**config.mk**
```make
export PLATFORM = sky130hd
export DESIGN_NAME = daily_light_dimming_scheduler
export DESIGN_NICKNAME = d
export VERILOG_FILES = /design/src/dlds_pkg.sv /design/src/dlds_div.sv /design/src/dlds_dp.sv /design/src/dlds_ctrl.sv /design/src/daily_light_dimming_scheduler.sv
export SDC_FILE = /design/constraint.sdc
export NUM_CORES = 1
export LEC_CHECK = 0
export ABC_AREA = 1
export BUFFER_PORTS_ARGS = -buffer_cell sky130_fd_sc_hd__buf_2
export CELL_PAD_IN_SITES_DETAIL_PLACEMENT = 1
export CELL_PAD_IN_SITES_GLOBAL_PLACEMENT = 1
export CORE_MARGIN = 5
export CORE_UTILIZATION = 48
export DETAILED_ROUTE_END_ITERATION = 7
export PLACE_DENSITY = 0.78
export SLEW_MARGIN = 0
export SYNTH_ARGS = -nofsm -noshare
export SYNTH_HDL_FRONTEND = slang
export SYNTH_SLANG_ARGS = --single-unit
```
**constraint.sdc**
```tcl
create_clock -name clk -period 6.15 [get_ports clk]
set_input_delay 0.615 -clock clk [delete_from_list [all_inputs] [get_ports clk]]
set_output_delay 0.615 -clock clk [all_outputs]
set_load 0.005 [all_outputs]
```
**src/dlds_pkg.sv**
```systemverilog
// Shared types and constants for the daily light dimming scheduler.
// No dependencies; every other file of the block refers to this package.
package dlds_pkg;

    localparam int MinPerHour  = 60;
    localparam int HoursPerDay = 24;
    localparam int MinPerDay   = 1440;
    localparam int FullLevel   = 255;

    localparam int HourW   = 5;
    localparam int MinuteW = 6;
    localparam int TimeW   = 11;
    localparam int RampW   = 10;
    localparam int LevelW  = 8;
    localparam int NumW    = RampW + LevelW;

    localparam int CfgIdxW  = 3;
    localparam int CfgDataW = 10;

    localparam logic [CfgIdxW-1:0] CFG_ENABLE     = 3'd0;
    localparam logic [CfgIdxW-1:0] CFG_ON_HOUR    = 3'd1;
    localparam logic [CfgIdxW-1:0] CFG_ON_MINUTE  = 3'd2;
    localparam logic [CfgIdxW-1:0] CFG_OFF_HOUR   = 3'd3;
    localparam logic [CfgIdxW-1:0] CFG_OFF_MINUTE = 3'd4;
    localparam logic [CfgIdxW-1:0] CFG_RAMP       = 3'd5;
    localparam logic [CfgIdxW-1:0] CFG_STEP       = 3'd6;

    localparam logic [RampW-1:0]  RampReset = 10'd30;
    localparam logic [LevelW-1:0] StepReset = 8'd10;

    typedef struct packed {
        logic [HourW-1:0]   hour;
        logic [MinuteW-1:0] minute;
    } in_word_t;

    typedef struct packed {
        logic [LevelW-1:0] level;
        logic              light_on;
    } out_word_t;

    typedef struct packed {
        logic load_time;
        logic load_window;
        logic load_target;
        logic div_start;
        logic commit;
    } dlds_cmd_t;

    typedef struct packed {
        logic need_div;
        logic div_done;
    } dlds_sts_t;

endpackage

```
**src/dlds_div.sv**
```systemverilog
// Restoring divider: 18-bit numerator by 10-bit ramp length, 8-bit quotient.
// One quotient bit per cycle. Depends on dlds_pkg.
module dlds_div (
    input  logic                           clk,
    input  logic                           rst_n,
    input  logic                           start,
    input  logic [dlds_pkg::NumW-1:0]      num,
    input  logic [dlds_pkg::RampW-1:0]     den,
    output logic                           done,
    output logic [dlds_pkg::LevelW-1:0]    quo
);

    logic [dlds_pkg::NumW-1:0]   rem_reg, rem_next;
    logic [dlds_pkg::NumW-1:0]   dsh_reg, dsh_next;
    logic [dlds_pkg::LevelW-1:0] quo_reg, quo_next;
    logic [2:0]                  cnt_reg, cnt_next;
    logic                        busy_reg, busy_next;
    logic                        done_reg, done_next;
    logic                        ge;

    assign ge = (rem_reg >= dsh_reg);

    always_comb
    begin
        rem_next  = rem_reg;
        dsh_next  = dsh_reg;
        quo_next  = quo_reg;
        cnt_next  = cnt_reg;
        busy_next = busy_reg;
        done_next = 1'b0;
        if (start)
        begin
            rem_next  = num;
            dsh_next  = {1'b0, den, 7'b0};
            cnt_next  = 3'd7;
            busy_next = 1'b1;
        end
        else if (busy_reg)
        begin
            if (ge)
            begin
                rem_next = rem_reg - dsh_reg;
            end
            quo_next = {quo_reg[dlds_pkg::LevelW-2:0], ge};
            dsh_next = dsh_reg >> 1;
            cnt_next = cnt_reg - 3'd1;
            if (cnt_reg == 3'd0)
            begin
                busy_next = 1'b0;
                done_next = 1'b1;
            end
        end
    end

    always_ff @(posedge clk or negedge rst_n)
    begin
        if (!rst_n)
        begin
            busy_reg <= 1'b0;
            done_reg <= 1'b0;
            cnt_reg  <= 3'd0;
        end
        else
        begin
            busy_reg <= busy_next;
            done_reg <= done_next;
            cnt_reg  <= cnt_next;
        end
    end

    always_ff @(posedge clk)
    begin
        rem_reg <= rem_next;
        dsh_reg <= dsh_next;
        quo_reg <= quo_next;
    end

    assign done = done_reg;
    assign quo  = quo_reg;

    a_start_idle: assert property (@(posedge clk) disable iff (!rst_n)
        start |-> !busy_reg)
        else $error("divider restarted while busy");

    a_start_busy: assert property (@(posedge clk) disable iff (!rst_n)
        start |=> busy_reg)
        else $error("divider did not start");

    a_end_done: assert property (@(posedge clk) disable iff (!rst_n)
        $fell(busy_reg) |-> done_reg)
        else $error("divider stopped without done");

endmodule

```
**src/dlds_dp.sv**
```systemverilog
// Datapath: configuration registers, time and window arithmetic, fade
// division, slew limiting and the output word. Depends on dlds_pkg, dlds_div.
module dlds_dp (
    input  logic                             clk,
    input  logic                             rst_n,
    input  logic                             cfg_we,
    input  logic [dlds_pkg::CfgIdxW-1:0]     cfg_index,
    input  logic [dlds_pkg::CfgDataW-1:0]    cfg_data,
    input  dlds_pkg::in_word_t               in_data,
    input  dlds_pkg::dlds_cmd_t              cmd,
    output dlds_pkg::dlds_sts_t              sts,
    output dlds_pkg::out_word_t              out_data
);

    localparam int TW = dlds_pkg::TimeW;
    localparam int LW = dlds_pkg::LevelW;
    localparam logic [TW:0]   DayW    = (TW+1)'(dlds_pkg::MinPerDay);
    localparam logic [LW-1:0] FullLvl = LW'(dlds_pkg::FullLevel);

    function automatic logic [TW-1:0] time_of(
        input logic [dlds_pkg::HourW-1:0]   h,
        input logic [dlds_pkg::MinuteW-1:0] m
    );
        logic [TW-1:0] t;
        t = {h, 6'b0} - {4'b0, h, 2'b0} + {5'b0, m};
        if ({1'b0, t} >= DayW)
        begin
            t = t - DayW[TW-1:0];
        end
        return t;
    endfunction

    function automatic logic [TW-1:0] wrap_diff(
        input logic [TW-1:0] a,
        input logic [TW-1:0] b
    );
        logic [TW:0] d;
        d = {1'b0, a} - {1'b0, b};
        if (a < b)
        begin
            d = d + DayW;
        end
        return d[TW-1:0];
    endfunction

    logic                           enable_reg;
    logic [dlds_pkg::HourW-1:0]     on_hour_reg, off_hour_reg;
    logic [dlds_pkg::MinuteW-1:0]   on_min_reg, off_min_reg;
    logic [dlds_pkg::RampW-1:0]     ramp_reg;
    logic [LW-1:0]                  step_reg;
    logic [LW-1:0]                  level_reg, level_next;
    logic [TW-1:0]                  now_reg, len_reg, el_reg;
    logic [LW-1:0]                  target_reg;
    logic                           need_div_reg;

    dlds_pkg::out_word_t            out_reg;

    logic [dlds_pkg::HourW-1:0]     hour_mod;
    logic [dlds_pkg::MinuteW-1:0]   min_mod;
    logic [TW-1:0]                  t_on, t_off, len_ramp;
    logic [TW:0]                    ramp2;
    logic [LW-1:0]                  target_now, target_sel;
    logic                           need_div_now;
    logic [dlds_pkg::RampW-1:0]     div_x;
    logic [dlds_pkg::NumW-1:0]      div_num;
    logic                           div_done;
    logic [LW-1:0]                  div_quo;

    assign hour_mod = (cfg_data[4:0] >= 5'(dlds_pkg::HoursPerDay))
                      ? cfg_data[4:0] - 5'(dlds_pkg::HoursPerDay) : cfg_data[4:0];
    assign min_mod  = (cfg_data[5:0] >= 6'(dlds_pkg::MinPerHour))
                      ? cfg_data[5:0] - 6'(dlds_pkg::MinPerHour) : cfg_data[5:0];

    always_ff @(posedge clk or negedge rst_n)
    begin
        if (!rst_n)
        begin
            enable_reg   <= 1'b0;
            on_hour_reg  <= '0;
            on_min_reg   <= '0;
            off_hour_reg <= '0;
            off_min_reg  <= '0;
            ramp_reg     <= dlds_pkg::RampReset;
            step_reg     <= dlds_pkg::StepReset;
        end
        else if (cfg_we)
        begin
            unique case (cfg_index)
                dlds_pkg::CFG_ENABLE:     enable_reg   <= cfg_data[0];
                dlds_pkg::CFG_ON_HOUR:    on_hour_reg  <= hour_mod;
                dlds_pkg::CFG_ON_MINUTE:  on_min_reg   <= min_mod;
                dlds_pkg::CFG_OFF_HOUR:   off_hour_reg <= hour_mod;
                dlds_pkg::CFG_OFF_MINUTE: off_min_reg  <= min_mod;
                dlds_pkg::CFG_RAMP:       ramp_reg     <= cfg_data[dlds_pkg::RampW-1:0];
                dlds_pkg::CFG_STEP:       step_reg     <= cfg_data[LW-1:0];
                default:                  ;
            endcase
        end
    end

    assign t_on     = time_of(on_hour_reg, on_min_reg);
    assign t_off    = time_of(off_hour_reg, off_min_reg);
    assign ramp2    = {1'b0, ramp_reg, 1'b0};
    assign len_ramp = len_reg - {1'b0, ramp_reg};

    always_comb
    begin
        target_now   = '0;
        need_div_now = 1'b0;
        div_x        = el_reg[dlds_pkg::RampW-1:0];
        if (!enable_reg || el_reg >= len_reg)
        begin
            target_now = '0;
        end
        else if ({1'b0, len_reg} <= ramp2)
        begin
            target_now = FullLvl;
        end
        else if (el_reg < {1'b0, ramp_reg})
        begin
            need_div_now = 1'b1;
        end
        else if (el_reg < len_ramp)
        begin
            target_now = FullLvl;
        end
        else
        begin
            need_div_now = 1'b1;
            div_x        = 10'(len_reg - el_reg);
        end
    end

    assign div_num = {div_x, 8'b0} - {8'b0, div_x};

    dlds_div u_div (
        .clk   (clk),
        .rst_n (rst_n),
        .start (cmd.div_start),
        .num   (div_num),
        .den   (ramp_reg),
        .done  (div_done),
        .quo   (div_quo)
    );

    always_ff @(posedge clk)
    begin
        if (cmd.load_time)
        begin
            now_reg <= time_of(in_data.hour, in_data.minute);
        end
        if (cmd.load_window)
        begin
            len_reg <= wrap_diff(t_off, t_on);
            el_reg  <= wrap_diff(now_reg, t_on);
        end
        if (cmd.load_target)
        begin
            target_reg   <= target_now;
            need_div_reg <= need_div_now;
        end
        if (cmd.commit)
        begin
            out_reg.level    <= level_next;
            out_reg.light_on <= (level_next != '0);
        end
    end

    assign target_sel = need_div_reg ? div_quo : target_reg;

    always_comb
    begin
        level_next = level_reg;
        if (target_sel > level_reg)
        begin
            if (target_sel - level_reg > step_reg)
            begin
                level_next = level_reg + step_reg;
            end
            else
            begin
                level_next = target_sel;
            end
        end
        else if (level_reg > target_sel)
        begin
            if (level_reg - target_sel > step_reg)
            begin
                level_next = level_reg - step_reg;
            end
            else
            begin
                level_next = target_sel;
            end
        end
    end

    always_ff @(posedge clk or negedge rst_n)
    begin
        if (!rst_n)
        begin
            level_reg <= '0;
        end
        else if (cfg_we && cfg_index == dlds_pkg::CFG_ENABLE && !cfg_data[0])
        begin
            level_reg <= '0;
        end
        else if (cmd.commit)
        begin
            level_reg <= level_next;
        end
    end

    assign sts.need_div = need_div_now;
    assign sts.div_done = div_done;
    assign out_data     = out_reg;

endmodule

```
**src/dlds_ctrl.sv**
```systemverilog
// Controller: steps one tick through window, target, optional division and commit,
// and owns both handshakes. Depends on dlds_pkg.
module dlds_ctrl (
    input  logic                  clk,
    input  logic                  rst_n,
    input  logic                  in_valid,
    output logic                  in_stall,
    output logic                  out_valid,
    input  logic                  out_stall,
    input  dlds_pkg::dlds_sts_t   sts,
    output dlds_pkg::dlds_cmd_t   cmd
);

    typedef enum logic [2:0] {
        S_IDLE,
        S_WINDOW,
        S_TARGET,
        S_DIVIDE,
        S_COMMIT
    } state_t;

    state_t state_reg, state_next;
    logic   out_valid_reg, out_valid_next;
    logic   out_free;

    assign in_stall = (state_reg != S_IDLE);
    assign out_free = !out_valid_reg || !out_stall;

    always_comb
    begin
        state_next     = state_reg;
        out_valid_next = out_valid_reg && out_stall;
        cmd            = '0;
        unique case (state_reg)
            S_IDLE:
            begin
                if (in_valid)
                begin
                    cmd.load_time = 1'b1;
                    state_next    = S_WINDOW;
                end
            end
            S_WINDOW:
            begin
                cmd.load_window = 1'b1;
                state_next      = S_TARGET;
            end
            S_TARGET:
            begin
                cmd.load_target = 1'b1;
                if (sts.need_div)
                begin
                    cmd.div_start = 1'b1;
                    state_next    = S_DIVIDE;
                end
                else
                begin
                    state_next = S_COMMIT;
                end
            end
            S_DIVIDE:
            begin
                if (sts.div_done)
                begin
                    state_next = S_COMMIT;
                end
            end
            S_COMMIT:
            begin
                if (out_free)
                begin
                    cmd.commit     = 1'b1;
                    out_valid_next = 1'b1;
                    state_next     = S_IDLE;
                end
            end
            default:
            begin
                state_next = S_IDLE;
            end
        endcase
    end

    always_ff @(posedge clk or negedge rst_n)
    begin
        if (!rst_n)
        begin
            state_reg     <= S_IDLE;
            out_valid_reg <= 1'b0;
        end
        else
        begin
            state_reg     <= state_next;
            out_valid_reg <= out_valid_next;
        end
    end

    assign out_valid = out_valid_reg;

    a_commit_shows: assert property (@(posedge clk) disable iff (!rst_n)
        cmd.commit |=> out_valid_reg)
        else $error("committed word not presented");

    a_done_waiting: assert property (@(posedge clk) disable iff (!rst_n)
        sts.div_done |-> state_reg == S_DIVIDE)
        else $error("divider finished outside divide state");

    a_accept_window: assert property (@(posedge clk) disable iff (!rst_n)
        cmd.load_time |=> state_reg == S_WINDOW && in_stall)
        else $error("accepted tick not in progress");

endmodule

```
**src/daily_light_dimming_scheduler.sv**
```systemverilog
// Top level of the daily light dimming scheduler: controller plus datapath.
// Depends on dlds_pkg, dlds_ctrl, dlds_dp (which holds dlds_div).
//
//   channel  direction  handshake           word
//   in       input      in_valid/in_stall    in_data  (hour, minute)
//   out      output     out_valid/out_stall  out_data (level, light_on)
//   cfg      input      cfg_valid/cfg_ready  cfg_index, cfg_data
//
// From acceptance to a valid output word, a tick goes through the window, target
// and commit steps, and during a fade also through the 8-step ramp divider.
// A new tick is taken once the previous word is loaded into the output register.
// Reset clears the level and loads register defaults; no clearing pass.
// A stalled output holds its word; the next tick then waits in its commit step.
module daily_light_dimming_scheduler (
    input  logic                           clk,
    input  logic                           rst_n,
    input  logic                           in_valid,
    output logic                           in_stall,
    input  dlds_pkg::in_word_t             in_data,
    output logic                           out_valid,
    input  logic                           out_stall,
    output dlds_pkg::out_word_t            out_data,
    input  logic                           cfg_valid,
    output logic                           cfg_ready,
    input  logic [dlds_pkg::CfgIdxW-1:0]   cfg_index,
    input  logic [dlds_pkg::CfgDataW-1:0]  cfg_data
);

    dlds_pkg::dlds_cmd_t cmd;
    dlds_pkg::dlds_sts_t sts;

    assign cfg_ready = 1'b1;

    dlds_ctrl u_ctrl (
        .clk       (clk),
        .rst_n     (rst_n),
        .in_valid  (in_valid),
        .in_stall  (in_stall),
        .out_valid (out_valid),
        .out_stall (out_stall),
        .sts       (sts),
        .cmd       (cmd)
    );

    dlds_dp u_dp (
        .clk       (clk),
        .rst_n     (rst_n),
        .cfg_we    (cfg_valid && cfg_ready),
        .cfg_index (cfg_index),
        .cfg_data  (cfg_data),
        .in_data   (in_data),
        .cmd       (cmd),
        .sts       (sts),
        .out_data  (out_data)
    );

endmodule

```
==> results by group <==
Status
  – Run status: completed

Worst setup path
  – Worst r2r src: u_dp.len_reg[0]$_DFFE_PP_
  – Crit-path max FO: 17
  – CP arrival: 5.84 ns
  – Critical path's slowest cell: edfxtp_1
  – CP most frequent cell: nand2_1
  – Flop2flop setup slack: 0.51 ns
  – Reg-to-Reg End: u_dp.u_div.rem_reg[17]$_DFFE_PP_
  – Max stage delay on crit path: 0.40 ns
  – Worst r2r path cells: 33
  – Setup crit end kind: flip-flop
  – Setup crit start kind: flip-flop
  – Worst Path Required: 6.35 ns
  – Setup CP Type: reg2reg

Synthesis
  – Async S/R FF share, synth: 40.0%
  – Flops & latches, synth: 145
  – Synth Net Count: 1990
  – Mapped Area: 13500 sq um
  – EDFF count, synth: 80
  – Post-synthesis cell type count: 62
  – YS warnings: 0
  – Mapped Cells: 1787
  – Synth Flop Type: edfxtp_1
  – Register area share after synthesis: 29.7%
  – Synth Area per Inst: 7.54 sq um

Clocking
  – Clk buf depth: 2
  – # Post-CTS Setup Buffers: 0
  – Worst-path clk slew: 0.07 ns
  – CTS resizes: 0
  – Total CTS buffers: 17
  – Clock Tree Root: clkbuf_16
  – CTS tree: done
  – Hold buffer count at CTS: 0
  – H-tree depth: 4
  – CTS Sinks: 145
  – Worst-Skew Late Latency: 0.44 ns

Drt
  – Vias post-DR: 12100
  – Drt wl/cell: 17.6 microns
  – ANT nets after route: 0
  – Vias per cell: 5.43
  – Routed wire length: 39.3 mm
  – Drt initial violations: 499
  – First-pass DRT Iterations: 5
  – Residual DRC: 0

Floorplanning
  – Placeable core region: 27800 sq um
  – Number of core rows: 61
  – I/O Pins: 41
  – Die Y: 178 microns
  – Die Span X: 178 microns
  – Die ar.: 31500 sq um
  – Starting density of the core: 48.5%

Global route
  – GRT Overall Usage: 25.4%
  – Largest net degree at the start of global routing: 59
  – First-pass GRT wire length: 64.1 mm
  – Grt ovf: 0
  – Initial antenna violation count: 0
  – Vias in the first global route: 12600

Job
  – Max-cap violations: 0

Timing
  – Fin crit period: 5.64 ns
  – Setup violations, final: 0
  – Max-slew headroom: 21.1%
  – Least-Margin Pin Slew: 1.18 ns
  – Slew Viols, Final: 0
  – Setup TNS: 0 ns
  – Fin. Hold Viols: 0
  – Max Freq: 0.177 GHz
  – Final worst path period share: 91.7%
  – RSZ-0062 raised after global routing: no
  – Worst Skew: 0.0110 ns

Finish
  – Fillers: 3612
  – Synth-to-Final Area Change: 9.53%
  – Net count, final: 2037
  – Max FFs per register: 18
  – Layout cell share with drive strength beyond 1: 10.1%
  – Diode count: 0

Placement
  – Final GP Congestion: 0.893
  – Post-DP HPWL: 31.6 mm
  – IO Port Bufs: 39

Min path
  – Worst hold path type: in2async
==> cells in the mapped netlist, types with 18 or more instances <==
cell,count,area (sq um)
nand3_1,82,410
nand4_1,23,144
xor2_1,59,517
nor2_1,117,439
nand2_2,36,225
o21ai_0,103,515
a21oi_1,128,641
inv_1,304,1140
edfxtp_1,80,2400
xnor2_1,18,158
dfrtp_1,52,1300
nand2_1,383,1440
ha_1,165,2060
==> critical path: cells and delay by family (launching register included) <==
| kind | cells | cell delay, ns |
|---|---|---|
| flip-flops | 1 | 0.40 |
| XOR/XNOR | 1 | 0.09 |
| adder cells (fa/ha/maj) | 4 | 1.21 |
| buffers and inverters | 4 | 0.43 |
| AO/OA/AOI/OAI | 11 | 1.63 |
| AND/OR/NAND/NOR | 13 | 1.64 |
==> stage by stage <==
| stage | instances | instance area, sq um | worst slack (ns) | util, % | hold slack, ns |
|---|---|---|---|---|---|
| floorplan | 1787 | 13500 | 1.19 | - | 0.319 |
| global placement | 2193 | 14100 | 0.632 | 50.8 | 0.432 |
| detailed placement | 2193 | 14100 | 0.306 | 50.8 | 0.434 |
| CTS | 2225 | 14700 | 0.294 | 53.1 | 0.365 |
| global route | 2225 | 14800 | 0.0155 | 53.1 | 0.369 |
| finish | 2225 | 14800 | 0.509 | 53.1 | 0.318 |
==> area by class of cell <==
cell class	count	area, sq um	area share (%)
multi-input cells	1309	8230	55.8
clock inverters	12	143	0.967
flip-flops and latches	145	4000	27.1
inverters	315	1180	8.01
repair buffers	46	248	1.68
clock buffers	20	479	3.25
well taps	378	473	3.20
==> how the worst max path moves through the flow <==
stage / endpoint / from / depth (start not counted) / slack, ns
after floorplan: u_dp.u_div.rem_reg[17]$_DFFE_PP_ / u_dp.len_reg[0]$_DFFE_PP_ / 34 / 1.19
after global placement: u_dp.u_div.rem_reg[17]$_DFFE_PP_ / u_dp.len_reg[0]$_DFFE_PP_ / 32 / 0.63
after detailed placement: u_dp.u_div.rem_reg[17]$_DFFE_PP_ / u_dp.len_reg[0]$_DFFE_PP_ / 32 / 0.31
after CTS: u_dp.u_div.rem_reg[17]$_DFFE_PP_ / u_dp.len_reg[0]$_DFFE_PP_ / 32 / 0.29
after global routing: u_dp.u_div.rem_reg[17]$_DFFE_PP_ / u_dp.len_reg[0]$_DFFE_PP_ / 33 / 0.02
final: u_dp.u_div.rem_reg[17]$_DFFE_PP_ / u_dp.len_reg[0]$_DFFE_PP_ / 33 / 0.51
==> cell families after synthesis <==
family | count (synthesis) | share of synthesized area [%]
other | 1 | 0.0278
XOR/XNOR | 81 | 5.57
flip-flops | 145 | 29.7
multiplexers | 1 | 0.0743
AND/OR/NAND/NOR | 720 | 24.5
buffers and inverters | 333 | 9.36
AO/OA/AOI/OAI | 332 | 14.1
adder cells (fa/ha/maj) | 174 | 16.7
==> routing by layer <==
layer / vias up / GRT usage, % / share of wire [%]
met4: 0 / 8.73 / 3.0
li1: 5984 / - / -
met1: 5842 / 30.8 / 44
met2: 179 / 46.5 / 50
met3: 71 / 2.90 / 2.4
met5: - / 0 / 0
==> cell usage in the layout, fill, tap and decap left out, types with 4 or more instances in the layout <==
cell,count
nand2_1,383
inv_1,304
ha_1,165
a21oi_1,127
nor2_1,116
o21ai_0,102
nand3_1,82
edfxtp_1,80
xor2_1,59
dfrtp_1,52
buf_2,39
nand2_2,35
nand4_1,23
clkbuf_16,19
xnor2_1,18
o211ai_1,16
o22ai_1,16
nor3_1,15
nand3_2,12
nand2_4,12
a22oi_1,11
nor2_2,10
o21bai_1,9
fa_1,9
nand3b_1,8
o21ai_1,8
inv_2,7
o21ai_2,7
buf_4,7
dfxtp_1,7
o31ai_1,6
dfstp_2,6
nor4_1,5
a211oi_1,5
a31oi_1,5
o21a_1,4
a21oi_2,4
clkinv_1,4
inv_6,4
Power is not shown: default switching activity piles up to over one toggle a cycle in this logic, so the estimate is an artifact.
